[config.mk]
export PLATFORM = sky130hd
export DESIGN_NAME = firmata_receive_message_parser_unit_flat
export DESIGN_NICKNAME = d
export VERILOG_FILES = /design/src/sv/frmp_pkg.sv /design/src/sv/frmp_if.sv /design/src/sv/firmata_receive_message_parser_unit.sv /design/src/flat_wrapper.sv
export SDC_FILE = /design/constraint.sdc
export NUM_CORES = 1
export LEC_CHECK = 0
export ABC_CLOCK_PERIOD_IN_PS = 14700
export BUFFER_PORTS_ARGS = -buffer_cell sky130_fd_sc_hd__buf_2
export CAP_MARGIN = 15
export CORE_MARGIN = 2
export CORE_UTILIZATION = 35
export CTS_CLUSTER_SIZE = 40
export DETAILED_ROUTE_END_ITERATION = 8
export GPL_ROUTABILITY_DRIVEN = 0
export PLACE_DENSITY = 0.63
export REMOVE_ABC_BUFFERS = 1
export SETUP_SLACK_MARGIN = 0.02
export SYNTH_ARGS = -nofsm -noshare
export SYNTH_HDL_FRONTEND = slang
export SYNTH_SLANG_ARGS = --single-unit
export TNS_END_PERCENT = 1
[constraint.sdc]
create_clock -name i_clk -period 14.7 [get_ports i_clk]
set_input_delay 0.735 -clock i_clk [delete_from_list [all_inputs] [get_ports i_clk]]
set_output_delay 0.735 -clock i_clk [all_outputs]
set_load 0.005 [all_outputs]
[src/sv/frmp_pkg.sv]
// Package for the Firmata receive message parser.
// Holds the parse phase type, event kind codes, protocol byte codes and the result struct.
// No dependencies.
package frmp_pkg;

    typedef enum logic [1:0] {
        PH_IDLE  = 2'd0,
        PH_SHORT = 2'd1,
        PH_SYSEX = 2'd2,
        PH_DROP  = 2'd3
    } t_phase;

    typedef logic [2:0] t_kind;

    localparam t_kind KIND_ANALOG   = 3'd0;
    localparam t_kind KIND_DIGITAL  = 3'd1;
    localparam t_kind KIND_PROTOCOL = 3'd2;
    localparam t_kind KIND_FIRMWARE = 3'd3;
    localparam t_kind KIND_I2C_BYTE = 3'd4;
    localparam t_kind KIND_I2C_END  = 3'd5;

    localparam logic [3:0] NIB_DIGITAL = 4'h9;
    localparam logic [3:0] NIB_ANALOG  = 4'hE;
    localparam logic [7:0] SYSEX_START = 8'hF0;
    localparam logic [7:0] SYSEX_END   = 8'hF7;
    localparam logic [7:0] CMD_VERSION = 8'hF9;
    localparam logic [7:0] CMD_I2C     = 8'h77;
    localparam logic [7:0] CMD_FIRMWARE = 8'h79;

    localparam logic [8:0] I2C_COUNT_MAX = 9'd256;

    typedef struct packed {
        t_kind       event_kind;
        logic [3:0]  pin_or_port;
        logic [13:0] analog_value;
        logic [12:0] digital_pins;
        logic [7:0]  version_major;
        logic [7:0]  version_minor;
        logic [7:0]  i2c_address;
        logic [7:0]  i2c_register;
        logic [7:0]  i2c_byte;
        logic [7:0]  i2c_index;
        logic [8:0]  i2c_count;
    } t_result;

endpackage

[src/sv/frmp_if.sv]
// Handshake channels of the Firmata receive message parser: byte input and event output.
// Depends on frmp_pkg for the result struct.
interface frmp_byte_if;
    logic       valid;
    logic       ready;
    logic [7:0] rx_byte;

    modport source (output valid, output rx_byte, input ready);
    modport sink   (input valid, input rx_byte, output ready);
endinterface

interface frmp_event_if;
    logic             valid;
    logic             ready;
    frmp_pkg::t_result payload;

    modport source (output valid, output payload, input ready);
    modport sink   (input valid, input payload, output ready);
endinterface

[src/sv/firmata_receive_message_parser_unit.sv]
// Firmata receive message parser, top level; uses frmp_pkg and the frmp_if channels.
// An event appears on o_evt in the cycle after the byte that completes it is accepted.
// Throughput: one byte per cycle; the parse logic sits between the state registers and the
// event register, and i_rx stalls only while a held event is not taken.
// Reset (synchronous, active low): parser idle, pin store cleared, no event pending.
module firmata_receive_message_parser_unit #(
    parameter int DIGITAL_PINS = 13,
    parameter int ANALOG_PINS  = 6,
    parameter int SYSEX_MAX    = 256
) (
    input  logic                i_clk,
    input  logic                i_rst_n,
    frmp_byte_if.sink           i_rx,
    frmp_event_if.source        o_evt
);

    localparam int FPW = $clog2(SYSEX_MAX);
    localparam int PW  = (DIGITAL_PINS > 13) ? DIGITAL_PINS : 13;

    frmp_pkg::t_phase      r_phase, n_phase;
    logic [7:0]            r_cmd, n_cmd;
    logic [7:0]            r_held, n_held;
    logic [FPW-1:0]        r_pos, n_pos;
    logic [7:0]            r_sx_cmd, n_sx_cmd;
    logic [7:0]            r_addr, n_addr;
    logic [7:0]            r_reg, n_reg;
    logic [8:0]            r_count, n_count;
    logic [DIGITAL_PINS-1:0] r_pins, n_pins;

    frmp_pkg::t_result     r_out, n_out;
    logic                  r_out_valid;
    logic                  n_emit;

    logic                  accept;
    logic [7:0]            b;
    logic [3:0]            nib;
    logic [7:0]            port_vals;
    logic [PW-1:0]         pins_ext;

    assign i_rx.ready    = !r_out_valid || o_evt.ready;
    assign accept        = i_rx.valid && i_rx.ready;
    assign b             = i_rx.rx_byte;
    assign nib           = r_cmd[3:0];
    assign port_vals     = {b[0], r_held[6:0]};
    assign pins_ext      = PW'(n_pins);
    assign o_evt.valid   = r_out_valid;
    assign o_evt.payload = r_out;

    always_comb begin
        n_phase  = r_phase;
        n_cmd    = r_cmd;
        n_held   = r_held;
        n_pos    = r_pos;
        n_sx_cmd = r_sx_cmd;
        n_addr   = r_addr;
        n_reg    = r_reg;
        n_count  = r_count;
        n_pins   = r_pins;
        n_out    = '0;
        n_emit   = 1'b0;

        unique case (r_phase)
            frmp_pkg::PH_SHORT: begin
                if (r_pos == FPW'(1)) begin
                    n_held = b;
                    n_pos  = FPW'(2);
                end else begin
                    n_phase = frmp_pkg::PH_IDLE;
                    if (r_cmd == frmp_pkg::CMD_VERSION) begin
                        n_emit              = 1'b1;
                        n_out.event_kind    = frmp_pkg::KIND_PROTOCOL;
                        n_out.version_major = r_held;
                        n_out.version_minor = b;
                    end else if (r_cmd[7:4] == frmp_pkg::NIB_ANALOG) begin
                        if ({1'b0, nib} < 5'(ANALOG_PINS)) begin
                            n_emit             = 1'b1;
                            n_out.event_kind   = frmp_pkg::KIND_ANALOG;
                            n_out.pin_or_port  = nib;
                            n_out.analog_value = {b[6:0], r_held[6:0]};
                        end
                    end else begin
                        // Port n covers pins 8n..8n+7; pins beyond the store are dropped
                        for (int k = 0; k < DIGITAL_PINS; k++) begin
                            if (4'(k >> 3) == nib && (k >> 3) < 16) begin
                                n_pins[k] = port_vals[3'(k)];
                            end
                        end
                        n_emit             = 1'b1;
                        n_out.event_kind   = frmp_pkg::KIND_DIGITAL;
                        n_out.pin_or_port  = nib;
                        n_out.digital_pins = pins_ext[12:0];
                    end
                end
            end
            frmp_pkg::PH_SYSEX: begin
                if (b == frmp_pkg::SYSEX_END) begin
                    n_phase = frmp_pkg::PH_IDLE;
                    if (r_sx_cmd == frmp_pkg::CMD_I2C) begin
                        n_emit            = 1'b1;
                        n_out.event_kind  = frmp_pkg::KIND_I2C_END;
                        n_out.i2c_address = r_addr;
                        n_out.i2c_register = r_reg;
                        n_out.i2c_count   = r_count;
                    end else if (r_sx_cmd == frmp_pkg::CMD_FIRMWARE) begin
                        n_emit              = 1'b1;
                        n_out.event_kind    = frmp_pkg::KIND_FIRMWARE;
                        n_out.version_major = r_addr;
                        n_out.version_minor = r_reg;
                    end
                end else if (r_pos >= FPW'(SYSEX_MAX - 1)) begin
                    // Frame too long: drop everything up to the end byte
                    n_phase = frmp_pkg::PH_DROP;
                end else begin
                    n_pos = r_pos + FPW'(1);
                    if (r_pos == FPW'(1)) begin
                        n_sx_cmd = b;
                    end else if (r_sx_cmd == frmp_pkg::CMD_FIRMWARE) begin
                        if (r_pos == FPW'(2)) begin
                            n_addr = b;
                        end else if (r_pos == FPW'(3)) begin
                            n_reg = b;
                        end
                    end else if (r_sx_cmd == frmp_pkg::CMD_I2C) begin
                        if (!r_pos[0]) begin
                            n_held = {1'b0, b[6:0]};
                        end else if (r_pos == FPW'(3)) begin
                            n_addr = {b[0], r_held[6:0]};
                        end else if (r_pos == FPW'(5)) begin
                            n_reg = {b[0], r_held[6:0]};
                        end else if (r_count < frmp_pkg::I2C_COUNT_MAX) begin
                            n_emit             = 1'b1;
                            n_out.event_kind   = frmp_pkg::KIND_I2C_BYTE;
                            n_out.i2c_address  = r_addr;
                            n_out.i2c_register = r_reg;
                            n_out.i2c_byte     = {b[0], r_held[6:0]};
                            n_out.i2c_index    = r_count[7:0];
                            n_count            = r_count + 9'd1;
                        end
                    end
                end
            end
            frmp_pkg::PH_DROP: begin
                if (b == frmp_pkg::SYSEX_END) begin
                    n_phase = frmp_pkg::PH_IDLE;
                end
            end
            default: begin
                if (b[7]) begin
                    if (b[7:4] == frmp_pkg::NIB_DIGITAL || b[7:4] == frmp_pkg::NIB_ANALOG ||
                        b == frmp_pkg::CMD_VERSION) begin
                        n_cmd   = b;
                        n_pos   = FPW'(1);
                        n_phase = frmp_pkg::PH_SHORT;
                    end else if (b == frmp_pkg::SYSEX_START) begin
                        n_cmd    = b;
                        n_pos    = FPW'(1);
                        n_sx_cmd = '0;
                        n_addr   = '0;
                        n_reg    = '0;
                        n_count  = '0;
                        n_held   = '0;
                        n_phase  = frmp_pkg::PH_SYSEX;
                    end
                end
            end
        endcase
    end

    always_ff @(posedge i_clk) begin
        if (!i_rst_n) begin
            r_phase     <= frmp_pkg::PH_IDLE;
            r_pins      <= '0;
            r_out_valid <= 1'b0;
        end else begin
            if (accept) begin
                r_phase <= n_phase;
                r_pins  <= n_pins;
            end
            // Load the event register whenever it is free or being emptied
            if (i_rx.ready) begin
                r_out_valid <= accept && n_emit;
            end
        end
    end

    always_ff @(posedge i_clk) begin
        if (accept) begin
            r_cmd    <= n_cmd;
            r_held   <= n_held;
            r_pos    <= n_pos;
            r_sx_cmd <= n_sx_cmd;
            r_addr   <= n_addr;
            r_reg    <= n_reg;
            r_count  <= n_count;
        end
        if (accept && n_emit && i_rx.ready) begin
            r_out <= n_out;
        end
    end

    a_short_pos: assert property (@(posedge i_clk) disable iff (!i_rst_n)
        r_phase == frmp_pkg::PH_SHORT |-> (r_pos == FPW'(1) || r_pos == FPW'(2)))
        else $error("short message position out of range");

    a_count_max: assert property (@(posedge i_clk) disable iff (!i_rst_n)
        r_phase == frmp_pkg::PH_SYSEX |-> r_count <= frmp_pkg::I2C_COUNT_MAX)
        else $error("i2c byte count beyond limit");

    a_analog_pin: assert property (@(posedge i_clk) disable iff (!i_rst_n)
        (r_out_valid && r_out.event_kind == frmp_pkg::KIND_ANALOG)
        |-> {1'b0, r_out.pin_or_port} < 5'(ANALOG_PINS))
        else $error("analog event for a pin out of range");

    a_sysex_start: assert property (@(posedge i_clk) disable iff (!i_rst_n)
        (accept && r_phase == frmp_pkg::PH_IDLE && b == frmp_pkg::SYSEX_START)
        |=> r_phase == frmp_pkg::PH_SYSEX)
        else $error("sysex start not taken");

    a_stall_cause: assert property (@(posedge i_clk) disable iff (!i_rst_n)
        !i_rx.ready |-> (r_out_valid && !o_evt.ready))
        else $error("input stalled without a pending event");

endmodule

[src/flat_wrapper.sv]
// flat-port wrapper written by rule: the top's interface ports become plain ports
module firmata_receive_message_parser_unit_flat 
#(
    parameter int DIGITAL_PINS = 13,
    parameter int ANALOG_PINS  = 6,
    parameter int SYSEX_MAX    = 256
)
  (i_clk, i_rst_n, i_rx_valid, i_rx_rx_byte, i_rx_ready, o_evt_valid, o_evt_payload, o_evt_ready);
  frmp_byte_if i_rx_i ();
  frmp_event_if o_evt_i ();
  input  logic i_clk;
  input  logic i_rst_n;
  input wire logic [$bits(i_rx_i.valid)-1:0] i_rx_valid;
  input wire logic [$bits(i_rx_i.rx_byte)-1:0] i_rx_rx_byte;
  output wire logic [$bits(i_rx_i.ready)-1:0] i_rx_ready;
  output wire logic [$bits(o_evt_i.valid)-1:0] o_evt_valid;
  output wire logic [$bits(o_evt_i.payload)-1:0] o_evt_payload;
  input wire logic [$bits(o_evt_i.ready)-1:0] o_evt_ready;
  assign i_rx_i.valid = i_rx_valid;
  assign i_rx_i.rx_byte = i_rx_rx_byte;
  assign i_rx_ready = i_rx_i.ready;
  assign o_evt_valid = o_evt_i.valid;
  assign o_evt_payload = o_evt_i.payload;
  assign o_evt_i.ready = o_evt_ready;
  firmata_receive_message_parser_unit #(.DIGITAL_PINS(DIGITAL_PINS), .ANALOG_PINS(ANALOG_PINS), .SYSEX_MAX(SYSEX_MAX)) u_core (.i_clk(i_clk), .i_rst_n(i_rst_n), .i_rx(i_rx_i), .o_evt(o_evt_i));
endmodule
======== Word-level counts from Yosys, hierarchy flattened ========
Cells that the tools add are included.
operators by class
  $add $sub $neg .......................... 2
  $lt $le $gt $ge ......................... 3
  equality and inequality tests ........... 42
  multiplexer cells ....................... 131
  bitwise logic cells ..................... 10
  reductions and logical operators ........ 31
operators with widths
  operator              count
  $mux W8               36
  $mux W32              8
  $mux W9               12
  $mux W16              6
  $mux W13              5
  $mux W50              1
  $pmux W8 S2           3
  $pmux W8 S3           2
  $pmux W16 S2          1
  $mux W31              1
  $mux W3               10
  $mux W1               28
  $reduce_and A14 Y1    2
  $eq A8 B8 Y1 const B  3
  $reduce_and A12 Y1    2
  $mux W18              1
  $mux W2               9
  $ne A2 B2 Y1 const B  9
  $pmux W9 S2           1
  $eq A8 B2 Y1 const B  2
  $eq A8 B7 Y1 const B  2
  $ne A3 B1 Y1 const B  5
  $mux W14              1
  $mux W7               2
  other kinds (39)      67
word-level totals
  bits in registers ....................... 163
  word-level logic and storage cells ...... 240

======== Longest topological paths before layout ========
  depth in word-level cells ............... 13
  depth in mapped cells ................... 9
  gate-level depth less buffers ........... 7

======== Worst setup path before layout ========
OpenSTA, ideal clock, no wires.
  path type ............................... input to register
  start point ............................. input port i_rx_rx_byte[3]
  end point ............................... register u_core.r_out (netlist bit u_core.o_evt.payload[0]), enable pin
  setup time .............................. 0.654 ns
  arrival time ............................ 7.870 ns
  required time ........................... 14.046 ns
  slack ................................... 6.176 ns
  stages .................................. 5
  buffers on the path ..................... 0
  path through ............................ nand2b_1 -> or4_4 -> o2bb2ai_1 -> a31o_2 -> nor3b_1
between the ends
  word-level cells in the longest chain between the ends .. 5
ends and longest elaborated chain
  element                            line                                        text
  from (decl)                        flat_wrapper.sv:14                          input wire logic [$bits(i_rx_i.rx_byte)-1:0] i_rx_rx_byte;
  $eq A8 B8 Y1                       firmata_receive_message_parser_unit.sv:96   if (b == frmp_pkg::SYSEX_END) begin
  $mux W1                            firmata_receive_message_parser_unit.sv:96
  $pmux W1 S2                        firmata_receive_message_parser_unit.sv:62   unique case (r_phase)
  $logic_and A1 B1 Y1 (2 in series)  firmata_receive_message_parser_unit.sv:196  if (accept && n_emit && i_rx.ready) begin
  to (signal assigned)               firmata_receive_message_parser_unit.sv:197  r_out <= n_out;
  to (decl)                          firmata_receive_message_parser_unit.sv:30   frmp_pkg::t_result r_out, n_out;
Every way passes these cells.
A chain may end at the register's enable or synchronous reset.

======== Worst setup path after layout ========
  start point ............................. register u_core.r_phase[0]
  end point ............................... register u_core.r_out (netlist bit u_core.o_evt.payload[68]), enable pin
between the ends
  word-level cells in the longest chain between the ends .. 4
  elaborated cells between the ends (all ways) .. 5
ends and longest elaborated chain
  element                                       line                                        text
  from (decl)                                   firmata_receive_message_parser_unit.sv:20   frmp_pkg::t_phase r_phase, n_phase;
  from (signal assigned)                        firmata_receive_message_parser_unit.sv:171  r_phase <= frmp_pkg::PH_IDLE;
  from (signal assigned)                        firmata_receive_message_parser_unit.sv:176  r_phase <= n_phase;
  $eq A2 B2 Y1 or $eq A2 B1 Y1 (tied branches)  firmata_receive_message_parser_unit.sv:62
  $pmux W1 S2 (*)                               firmata_receive_message_parser_unit.sv:62
  $logic_and A1 B1 Y1 (*) (2 in series)         firmata_receive_message_parser_unit.sv:196
Mark *: on every way between the ends. The rest lies on a longest branch, timed or not.

==> results.md <==
* Run status: completed
* Worst setup margin at 11030 ps
* Pin count of the biggest net entering global routing at 61
* Post-synthesis average cell area at 13.33 um2
* Largest cells by area after synthesis: edfxtp_1 63%, and2_1 5.0%, mux2i_1 3.8%, nor2_1 3.6%, dfxtp_1 3.3%
* Sw frac at between 10% and 20%
* Peak VDD IR at ~0.056 mV
* Total power at 0.0009639 W
* Sw Pwr at 0.0001844 W
* Gr ovfl total at 0
* Final TNS setup at 0 ps
* Hold_buf cts at 0
* Drt first pass iters at 8
* YS warnings at 0
* Pre-CTS setup slack at 11030 ps
* Root Driver: clkbuf_16
* Die width at 143.1 um
* Max reg flops at 86
* Most used DFF post-synth: edfxtp_1
* DR vias at 4375
* Layout Cells excl Fill at 883
* Syn Inst Count at 508
* Ys async rst share at 0%
* Data arrival, critical path at ~3700 ps
* Routed wire length at 14900 um
* I/O pins at around 110
* Power share of the clock group at 48.7%
* CTS tree: built
* Hold crit path type: reg2reg
* DR DRC count at 0
* Critical Path Max Stage Delay at 680 ps
* Initial antenna violation count at 2
* Final setup violation count at 0
* CP Buf/Inv Count at 3
* Pwr/cell area at 118.4 nW/um2
* Setup Buffers After CTS at 0
* Kind of critical path: reg2reg
* I/O Buffers at 99
* DP Wirelength at 10320 um
* Worst-Margin Slew at 1042 ps
* Family with the most delay on the worst path: buffers and inverters
* Drt initial violations at 340
* Fin. Hold Viols at 0
* Layout Skew at 12.02 ps
* Combinational power share at 2.1%
* Max stage delay cell, worst path: or4_4
* Multi-input logic area at 2146 um2
* Internal power at 0.0007795 W
* EDFF count, synth at 142
* Initial Utilization at 35.97%
* Core Region at 18830 um2
* Layout cells sized above 1 at a little under a quarter
* Max cap viols at 0
* Vias in the first global route at approximately 4300
* Routed Antenna Nets at 0
* # clock sinks at ~150
* Register area at 4484 um2
* Die Area at 20480 um2
* P_leak at 2.561 nW
* Final worst-path cycle share at 24.94%
* Register share of total power at 49.3%
* Sequential fraction of the synthesis area at 66.20%
* Number of CTS-inserted buffers at 17
* Util after Layout at 43.25%
* Worst skew pair latency at approximately 430 ps
* Relative slew slack at 29.95%
* Critical path startpoint category: flip-flop
* Wire per inst at 16.87 um
* Crit path cell chain: inv_1 > ha_1 > inv_2 > or4_4 > o2bb2ai_1 > a31o_2 > nor3b_2 > buf_4
* Cell taking the most area after synthesis: edfxtp_1
* First-pass GRT wire length at 23240 um
* Vias per cell at between 4 and 5
* Peak Freq at 272.7 MHz
* Worst-path clk slew at roughly 60 ps
* Min Tclk post-route at 3666 ps
* Post-synthesis cell area at 6774 um2
* Top cells by instance count after synthesis: 142 x edfxtp_1, 65 x nor2_1, 54 x and2_1
* Filler Cells Inserted at around 1700
* Clock buffer depth at 2
* Critical Path Sink Type: flip-flop
* Crit path max fanout at 60
* Synthesis-to-layout area growth at 20.23%
* Worst EP required at 14750 ps
* Site Rows at 50
* GRT Overall Usage at 15.06%
* Max-slew violation count at 0
* Htree depth at 4
* Post-synthesis cell type count at 65
* CTS resizes at 0
* Die Height at roughly 140 um
* FF+latch count, synth at roughly 150
* Placed insts at 850
* Most numerous cell in the Yosys netlist: edfxtp_1
* Share of the synthesized area in the top cell type at 62.95%
* RSZ-0062 raised after global routing: no
* Nets at between 600 and 700
worst reg2reg max path: cells and delay by family, from the launching register on:
family	cells	cell delay, ps
fa+ha+maj	1	570
simple gates	2	860
flops	1	340
buf+inv	3	1200
compound gates	2	290
worst paths after layout:
path,from,endpoint,slack (ps),cells past startpoint
hold / removal,u_core.r_pins[1]$_SDFFE_PN0P_,u_core.r_pins[1]$_SDFFE_PN0P_,500,2
setup reg to reg,u_core.r_phase[0]$_SDFFE_PN0P_,u_core.o_evt.payload[68]$_SDFFCE_PP0P_,11030,8
setup / recovery,u_core.r_phase[0]$_SDFFE_PN0P_,u_core.o_evt.payload[68]$_SDFFCE_PP0P_,11030,8
hold reg to reg,u_core.r_pins[1]$_SDFFE_PN0P_,u_core.r_pins[1]$_SDFFE_PN0P_,500,2
power groups by stage:
stage | Clock (W) | Sequential (W) | Combinational (W)
final | 0.000469 | 0.000475 | 0.0000199
after detailed placement | 0 | 0.000484 | 0.0000198
after global routing | 0.000496 | 0.000475 | 0.0000220
after global placement | 0 | 0.000484 | 0.0000192
after floorplan | 0 | 0.000483 | 0.0000107
after CTS | 0.000478 | 0.000475 | 0.0000199
metal layers:
layer | global-route usage, % | share of wire (%) | up-vias
met4 | 5.993 | 1.7 | 2
met5 | 0 | 0.087 | -
met3 | 4.225 | 6.0 | 19
met1 | 18.55 | 43 | 2139
met2 | 25.03 | 49 | 150
li1 | - | - | 2065
cell usage in the layout (no fill, tap or decap), types with 3 or more instances in the layout:
cell type,count
o21ai_0,6
nand4_1,4
a22oi_1,16
ha_1,9
clkinvlp_4,3
nor3_1,4
dfxtp_1,11
buf_4,3
and3_1,10
xnor2_1,5
xor2_1,5
or3_1,5
a21oi_1,9
nor3b_1,17
conb_1,5
nand3_1,13
nor2_1,65
nand2_1,19
and2_1,54
nand2b_1,4
and2_2,3
buf_2,99
clkbuf_1,4
inv_1,7
edfxtp_1,142
bufinv_16,5
clkbuf_16,17
mux2i_1,26
area by class of cell:
class                           instances  area share [%]
Tap cell                              260           3.994
Sequential cell                       153           55.06
Inverter                                9          0.4148
Timing Repair Buffer                  102           6.360
Antenna cell                            1         0.03073
Clock inverter                         11           2.381
Multi-Input combinational cell        326           26.35
Clock buffer                           21           5.408
stage by stage:
step / hold WS (ps) / instance area, um2
floorplan: 459.6 / 6659
global placement: 475.6 / 7507
detailed placement: 488.1 / 7507
CTS: 502.6 / 8142
global route: 530.4 / 8142
finish: 498.1 / 8144
cells by family (layout without fill, tap and decap cells):
group / count (synthesis) / in the layout / share of synthesized area, %
muxes: 27 / 27 / 4.008
other: 1 / 6 / 0.05536
adders and majority gates: 9 / 9 / 1.662
AOI/OAI and AO/OA: 53 / 53 / 5.652
buffers and inverters: 33 / 143 / 2.419
DFF: 153 / 153 / 66.20
and+or+nand+nor: 222 / 222 / 18.71
xor gates and xnor gates: 10 / 10 / 1.293
Note: power is estimated with default switching activity, not from simulation.
